**src/rtl/crf_pkg.sv**
```systemverilog
// Package with shared constants for the continued-fraction rationalizer.
package crf_pkg;
  localparam int unsigned DataW       = 64;
  localparam int unsigned DenW        = 32;
  localparam int unsigned FracBitsDef = 32;
  localparam logic [DenW-1:0] MaxDenReset = 32'd1000000;
endpackage

```
**src/rtl/crf_div.sv**
```systemverilog
// Bit-serial restoring divider giving one quotient bit per cycle.
module crf_div #(
  parameter int unsigned QuoW = crf_pkg::FracBitsDef + 1
) (
  input  logic                       clk_i,
  input  logic                       rst_ni,
  input  logic                       start_i,
  input  logic [crf_pkg::DataW-1:0]  dividend_i,
  input  logic [crf_pkg::DataW-1:0]  divisor_i,
  output logic                       done_o,
  output logic [QuoW-1:0]            quo_o,
  output logic [crf_pkg::DataW-1:0]  rem_o
);
  localparam int unsigned CntW = $clog2(QuoW + 1);

  logic                      busy_q, busy_d;
  logic [CntW-1:0]           cnt_q, cnt_d;
  logic [QuoW-1:0]           num_q, num_d;
  logic [QuoW-1:0]           quo_q, quo_d;
  logic [crf_pkg::DataW-1:0] rem_q, rem_d;
  logic [crf_pkg::DataW-1:0] den_q, den_d;
  logic [crf_pkg::DataW-1:0] rem_sh;
  logic                      fits;

  assign rem_sh = {rem_q[crf_pkg::DataW-2:0], num_q[QuoW-1]};
  assign fits   = rem_sh >= den_q;

  always_comb begin
    busy_d = busy_q;
    cnt_d  = cnt_q;
    num_d  = num_q;
    quo_d  = quo_q;
    rem_d  = rem_q;
    den_d  = den_q;
    done_o = 1'b0;
    if (start_i) begin
      busy_d = 1'b1;
      cnt_d  = CntW'(QuoW);
      num_d  = dividend_i[QuoW-1:0];
      den_d  = divisor_i;
      rem_d  = '0;
      quo_d  = '0;
    end else if (busy_q) begin
      num_d = {num_q[QuoW-2:0], 1'b0};
      rem_d = fits ? (rem_sh - den_q) : rem_sh;
      quo_d = {quo_q[QuoW-2:0], fits};
      cnt_d = cnt_q - CntW'(1);
      if (cnt_q == CntW'(1)) begin
        busy_d = 1'b0;
        done_o = 1'b1;
      end
    end
  end

  always_ff @(posedge clk_i or negedge rst_ni) begin
    if (!rst_ni) begin
      busy_q <= 1'b0;
      cnt_q  <= '0;
    end else begin
      busy_q <= busy_d;
      cnt_q  <= cnt_d;
    end
  end

  always_ff @(posedge clk_i) begin
    num_q <= num_d;
    quo_q <= quo_d;
    rem_q <= rem_d;
    den_q <= den_d;
  end

  assign quo_o = quo_d;
  assign rem_o = rem_d;
endmodule

```
**src/rtl/crf_mac.sv**
```systemverilog
// Shift-and-add unit forming a*x1+x0 and a*y1+y0 over the bits of a.
module crf_mac #(
  parameter int unsigned MulW = crf_pkg::FracBitsDef + 1
) (
  input  logic                       clk_i,
  input  logic                       rst_ni,
  input  logic                       start_i,
  input  logic [MulW-1:0]            a_i,
  input  logic [crf_pkg::DataW-1:0]  x1_i,
  input  logic [crf_pkg::DataW-1:0]  x0_i,
  input  logic [crf_pkg::DataW-1:0]  y1_i,
  input  logic [crf_pkg::DataW-1:0]  y0_i,
  output logic                       done_o,
  output logic [crf_pkg::DataW-1:0]  x_o,
  output logic [crf_pkg::DataW-1:0]  y_o
);
  logic                      busy_q;
  logic [MulW-1:0]           a_q;
  logic [crf_pkg::DataW-1:0] xs_q, ys_q, xa_q, ya_q;

  assign done_o = busy_q && (a_q == '0);
  assign x_o    = xa_q;
  assign y_o    = ya_q;

  always_ff @(posedge clk_i or negedge rst_ni) begin
    if (!rst_ni) begin
      busy_q <= 1'b0;
    end else if (start_i) begin
      busy_q <= 1'b1;
    end else if (done_o) begin
      busy_q <= 1'b0;
    end
  end

  always_ff @(posedge clk_i) begin
    if (start_i) begin
      a_q  <= a_i;
      xs_q <= x1_i;
      ys_q <= y1_i;
      xa_q <= x0_i;
      ya_q <= y0_i;
    end else if (busy_q && (a_q != '0)) begin
      a_q  <= a_q >> 1;
      xs_q <= xs_q << 1;
      ys_q <= ys_q << 1;
      if (a_q[0]) begin
        xa_q <= xa_q + xs_q;
        ya_q <= ya_q + ys_q;
      end
    end
  end
endmodule

```
**src/rtl/continued_fraction_rationalizer.sv**
```systemverilog
// Top level of the continued-fraction rationalizer with its step sequencer.
//
//  channel | signals                          | dir
//  cfg     | cfg_valid_i cfg_ready_o cfg_data_i | in
//  input   | in_valid_i in_ready_o value_i      | in
//  output  | out_valid_o out_ready_i numerator_o denominator_o | out
//
// Each Euclid step takes a check in the loop state, then a pass through the serial
// divider and a pass through the shift-and-add unit. The input is not ready
// while a word is being expanded. Reset loads the limit with one million. A
// stalled result holds in the output register until it is taken.
module continued_fraction_rationalizer #(
  parameter int unsigned FRAC_BITS = crf_pkg::FracBitsDef
) (
  input  logic                      clk_i,
  input  logic                      rst_ni,
  input  logic                      cfg_valid_i,
  output logic                      cfg_ready_o,
  input  logic [crf_pkg::DenW-1:0]  cfg_data_i,
  input  logic                      in_valid_i,
  output logic                      in_ready_o,
  input  logic signed [crf_pkg::DataW-1:0] value_i,
  output logic                      out_valid_o,
  input  logic                      out_ready_i,
  output logic signed [crf_pkg::DataW-1:0] numerator_o,
  output logic [crf_pkg::DenW-1:0]  denominator_o
);
  localparam int unsigned W  = crf_pkg::DataW;
  localparam int unsigned QW = FRAC_BITS + 1;

  typedef enum logic [2:0] {StIdle, StLoop, StDiv, StMac, StFin} state_e;

  state_e                   state_q;
  logic [crf_pkg::DenW-1:0] maxden_q, lim_q;
  logic                     neg_q;
  logic [W-1:0]             q_q, r_q, h_q, g_q, h1_q, h0_q, g1_q, g0_q;
  logic [W-1:0]             mag;
  logic                     div_start, div_done, mac_start, mac_done;
  logic [QW-1:0]            div_quo;
  logic [W-1:0]             div_rem, mac_x, mac_y;
  logic [W-1:0]             h_sel, g_sel;

  assign cfg_ready_o = 1'b1;
  assign in_ready_o  = (state_q == StIdle);
  assign mag         = value_i[W-1] ? (W'(0) - W'(value_i)) : W'(value_i);
  assign div_start   = (state_q == StLoop) && (g_q <= W'(lim_q)) && (r_q != '0);
  assign mac_start   = (state_q == StDiv) && div_done;
  assign h_sel       = (g_q > W'(lim_q)) ? h1_q : h_q;
  assign g_sel       = (g_q > W'(lim_q)) ? g1_q : g_q;

  crf_div #(.QuoW(QW)) u_div (
    .clk_i, .rst_ni,
    .start_i    (div_start),
    .dividend_i (q_q),
    .divisor_i  (r_q),
    .done_o     (div_done),
    .quo_o      (div_quo),
    .rem_o      (div_rem)
  );

  crf_mac #(.MulW(QW)) u_mac (
    .clk_i, .rst_ni,
    .start_i (mac_start),
    .a_i     (div_quo),
    .x1_i    (h1_q),
    .x0_i    (h0_q),
    .y1_i    (g1_q),
    .y0_i    (g0_q),
    .done_o  (mac_done),
    .x_o     (mac_x),
    .y_o     (mac_y)
  );

  always_ff @(posedge clk_i or negedge rst_ni) begin
    if (!rst_ni) begin
      state_q       <= StIdle;
      maxden_q      <= crf_pkg::MaxDenReset;
      out_valid_o   <= 1'b0;
      numerator_o   <= '0;
      denominator_o <= '0;
    end else begin
      if (cfg_valid_i) begin
        maxden_q <= cfg_data_i;
      end
      if (out_valid_o && out_ready_i) begin
        out_valid_o <= 1'b0;
      end
      case (state_q)
        StIdle: begin
          if (in_valid_i) begin
            state_q <= StLoop;
          end
        end
        StLoop: begin
          state_q <= div_start ? StDiv : StFin;
        end
        StDiv: begin
          if (div_done) begin
            state_q <= StMac;
          end
        end
        StMac: begin
          if (mac_done) begin
            state_q <= StLoop;
          end
        end
        StFin: begin
          if (!out_valid_o || out_ready_i) begin
            out_valid_o   <= 1'b1;
            numerator_o   <= neg_q ? (W'(0) - h_sel) : h_sel;
            denominator_o <= g_sel[crf_pkg::DenW-1:0];
            state_q       <= StIdle;
          end
        end
        default: state_q <= StIdle;
      endcase
    end
  end

  always_ff @(posedge clk_i) begin
    if (state_q == StIdle && in_valid_i) begin
      neg_q <= value_i[W-1];
      lim_q <= (maxden_q == '0) ? crf_pkg::DenW'(1) : maxden_q;
      q_q   <= W'(1) << FRAC_BITS;
      r_q   <= mag & ((W'(1) << FRAC_BITS) - W'(1));
      h_q   <= mag >> FRAC_BITS;
      g_q   <= W'(1);
      h1_q  <= W'(1);
      h0_q  <= '0;
      g1_q  <= '0;
      g0_q  <= W'(1);
    end
    if (div_start) begin
      h0_q <= h1_q;
      h1_q <= h_q;
      g0_q <= g1_q;
      g1_q <= g_q;
    end
    if (mac_start) begin
      q_q <= r_q;
      r_q <= div_rem;
    end
    if (state_q == StMac && mac_done) begin
      h_q <= mac_x;
      g_q <= mac_y;
    end
  end
endmodule
```
**config.mk**
```make
export PLATFORM = sky130hd
export DESIGN_NAME = continued_fraction_rationalizer
export DESIGN_NICKNAME = d
export VERILOG_FILES = /design/src/rtl/crf_pkg.sv /design/src/rtl/crf_div.sv /design/src/rtl/crf_mac.sv /design/src/rtl/continued_fraction_rationalizer.sv
export SDC_FILE = /design/constraint.sdc
export NUM_CORES = 2
export LEC_CHECK = 0
export BUFFER_PORTS_ARGS = -buffer_cell sky130_fd_sc_hd__buf_2
export CORE_MARGIN = 3
export CORE_UTILIZATION = 45
export CTS_CLUSTER_DIAMETER = 200
export CTS_CLUSTER_SIZE = 30
export DETAILED_ROUTE_END_ITERATION = 10
export HOLD_SLACK_MARGIN = 0.08
export PLACE_DENSITY = 0.69
export SYNTH_ARGS = -nofsm -noshare
export SYNTH_HDL_FRONTEND = slang
export SYNTH_SLANG_ARGS = --single-unit
export TNS_END_PERCENT = 10
```
**constraint.sdc**
```tcl
create_clock -name clk_i -period 29.2 [get_ports clk_i]
set_clock_uncertainty 0.1 [all_clocks]
set_input_delay 2.92 -clock clk_i [delete_from_list [all_inputs] [get_ports clk_i]]
set_output_delay 2.92 -clock clk_i [all_outputs]
set_load 0.02 [all_outputs]
```
==> out/metrics.yaml <==
outcome:
  status: "finished, final reports clean"
worst_setup_path:
  crit_required_ns: 29.54
  path_class: "flip-flop to flip-flop"
  worstPathArrival_ns: 7.76
  endpoint_kind: "flip-flop"
  crit_fanout: 120
  startpoint_type: "flip-flop"
global_route:
  grt_usage: 0.2237
  grt_pass1_vias: 42810
  grt-ovfl-total: 0
  grt_pass1_wl_mm: 245.5
  grt_max_degree: 186
  antenna_found_initial: 4
timing:
  timing.final.crit_share: 0.2541
  finalHoldViolations: 0
  final-setup-viol-count: 0
  period_minus_slack_ns: 7.420
  timing.fmax_ghz: 0.1348
  worst_hold_slack_ns: 0.3565
  rsz0062_at_grt: "no"
  tightest_slew_ns: 1.193
  relSlewSlack: 0.2047
  slew_viol_final: 0
  final.setup.tns_ns: 0
drt:
  dr.first_iter.drc_count: 4420
  drt-vias-per-instance: 5.765
  ant_nets: 0
  routedWlPerCell_um: 20.72
  dr.pass1.iters: 6
  totalWireLength_mm: 158.8
  num_vias: 44160
  drc: 0
run:
  cap_violations: 0
clocking:
  holdBufCountCts: 0
  clockBufferDepth: 3
  cts_resized: 0
  clk_root_buffer_cell: "clkbuf_16"
  post_cts_buffers: 0
  cts_buffers: 43
  cts_tree: "built"
  clkSlewWorstSetupHoldPaths_ns: 0.12
  clk_latency_ns: 0.68
  clock_sinks: 1136
  h-tree-depth: 2
worst_hold_path:
  hold_path.class: "flip-flop to flip-flop"
placement:
  placed_area_sq_um: 62730
  io_buffers: 198
  dp_hpwl_mm: 109.1
  globalplace.congestion: 0.9790
synthesis:
  avgSynthCellArea_sq_um: 10.21
  ys.flop_type: "edfxtp_1"
  ys.warnings.count: 0
  synth_edf_count: 900
  synth_area_leaders: "edfxtp_1 (45%), nand2_1 (6.2%), dfrtp_1 (5.5%), ha_1 (4.7%), o21ai_0 (3.4%)"
  ys_ff_latch: 1136
  async_reset_ff_frac: 0.1232
  netlist_area_sq_um: 60240
  synth_top_area_share: 0.4486
  ys_seq_area_frac: 0.5388
  synth_cell_type_count: 84
  postSynthCellCount: 5898
  yosys.area.top_type: "edfxtp_1"
power_and_ir_drop:
  totalPowerFinal_mw: 3.325
  powerDensity_nw_per_um2: 51.95
  static-leakage-power_nw: 24.37
  vdd_drop_max_mv: 0.04534
floorplan:
  die_w_um: 371.9
  initial_core_util: 0.4559
  ios: 200
  core_area_sq_um: 132100
  dieHeight_um: 371.9
  die-area_sq_um: 138300
  rows: 133
cells_and_area:
  drive_gt1_frac: 0.06654
  final_nets: 6201
  area_delta_synth_final_pct: 6.247
  n_antenna_cell: 0
  design_area_sq_um: 64010
  n_fill_cell: 12090
  final_util: 0.4844
[cell usage after synthesis, types with 27 or more instances]
| library cell | instances |
|---|---|
| a21oi_1 | 387 |
| dfrtp_1 | 133 |
| o31ai_1 | 43 |
| nor2b_1 | 27 |
| o21a_1 | 27 |
| xor2_1 | 126 |
| ha_1 | 226 |
| buf_1 | 38 |
| o21bai_1 | 42 |
| or3_1 | 55 |
| nand4_1 | 60 |
| nand3_1 | 52 |
| nor2_1 | 388 |
| nor4_1 | 83 |
| clkbuf_1 | 297 |
| xnor2_1 | 171 |
| edfxtp_1 | 900 |
| and2_1 | 282 |
| mux2i_1 | 147 |
| nand2b_1 | 29 |
| and3_1 | 129 |
| a21o_1 | 123 |
| inv_1 | 167 |
| mux2_2 | 38 |
| dfxtp_1 | 96 |
| o21ai_0 | 404 |
| a211oi_1 | 49 |
| nand2_1 | 998 |
| a31oi_1 | 32 |
| nor3_1 | 72 |
[final timing paths]
path                              start                to  slack (ns)  depth (start not counted)
max in group asynchronous        rst_ni  denominator_o[4]       25.39                          2
worst min-delay path            r_q[41]   u_div.den_q[41]        0.36                          0
min in group asynchronous        rst_ni   numerator_o[45]        2.21                          1
worst min register to register  r_q[41]   u_div.den_q[41]        0.36                          0
worst max-delay path            g_q[23]     u_mac.a_q[23]       21.78                         17
worst max register to register  g_q[23]     u_mac.a_q[23]       21.78                         17
[sequential cells by signal (all words and copies together), names as in the netlist, 6 cells and up]
signal / flops
u_mac.xs_q: 64
u_mac.a_q: 33
g1_q: 64
maxden_q: 32
g_q: 64
q_q: 33
u_div.rem_q: 63
u_mac.x_o: 64
g0_q: 64
lim_q: 32
r_q: 64
u_div.den_q: 64
h_q: 64
u_mac.y_o: 64
u_div.quo_q: 33
h1_q: 64
denominator_o: 32
u_div.cnt_q: 6
numerator_o: 64
h0_q: 64
u_div.num_q: 33
u_mac.ys_q: 64
[power breakdown]
part	total [mW]	switching [mW]	internal, mW
combinational	0.464	0.332	0.132
sequential	2.06	0.124	1.94
clock	0.801	0.503	0.298
total	3.33	0.959	2.37
[routing by layer]
layer | share of wire | track usage
met1 | 0.45 | 0.3250
met2 | 0.45 | 0.3515
met3 | 0.067 | 0.02715
met4 | 0.030 | 0.06605
met5 | 0 | 0
[critical path, cell delays in order, from the launching register on]
cell,delay (ns)
edfxtp_1,0.44
ha_1,0.36
nand4_1,0.22
nor4_1,0.83
nand2_1,0.45
nor2_1,0.90
nor2_4,-0.01
buf_4,0.22
nor2_1,0.18
nand3b_1,0.09
buf_4,0.28
buf_4,0.35
inv_8,0.47
buf_4,0.73
buf_4,1.02
nor2_1,0.17
nand2_1,0.12
nand2_1,0.05
[logic make-up (layout without fill, tap and decap cells)]
family          after synthesis  after routing  share of synthesized area
compound gates             1275           1275                     0.1285
xor+xnor                    297            297                    0.04318
fa+ha+maj                   229            229                    0.04793
buf+inv                     513            490                    0.03225
flops                      1136           1136                     0.5388
mux                         185            185                    0.03153
other cells                   2             33                  0.0001247
simple gates               2261           2261                     0.1777
[layout by cell type (no fill, tap or decap), types with 17 or more instances in the layout]
cell type,Yosys,routed
nand2_1,998,993
edfxtp_1,900,900
o21ai_0,404,403
a21oi_1,387,386
nor2_1,388,386
and2_1,282,281
ha_1,226,226
buf_2,8,197
xnor2_1,171,171
inv_1,167,166
mux2i_1,147,147
dfrtp_1,133,132
and3_1,129,127
xor2_1,126,126
a21o_1,123,123
dfxtp_1,96,96
nor4_1,83,83
nor3_1,72,72
nand4_1,60,60
or3_1,55,55
nand3_1,52,50
a211oi_1,49,48
clkbuf_16,0,43
o31ai_1,43,42
o21bai_1,42,42
buf_4,2,42
mux2_2,38,38
conb_1,2,33
clkbuf_1,297,33
a31oi_1,32,32
nand2b_1,29,29
nor2b_1,27,27
o21a_1,27,27
o211ai_1,24,24
o41ai_1,17,17
or4_1,17,17
[per-stage QoR]
stage,cells,setup WS [ns]
after CTS,7661,21.82
final,7661,21.78
after global routing,7661,21.25
after floorplan,5929,18.69
after global placement,7581,22.08
after detailed placement,7581,21.81
[area by class of cell]
cell class / count / area, sq um / area share
multi-input cells: 4280 / 26080 / 0.4074
clock inverters: 4 / 82.58 / 0.001290
clock buffers: 76 / 1200 / 0.01875
repair buffers: 242 / 1353 / 0.02113
inverters: 168 / 638.1 / 0.009969
flip-flops and latches: 1136 / 32460 / 0.5072
well taps: 1755 / 2196 / 0.03431
Power figures use the tool's default switching activity.
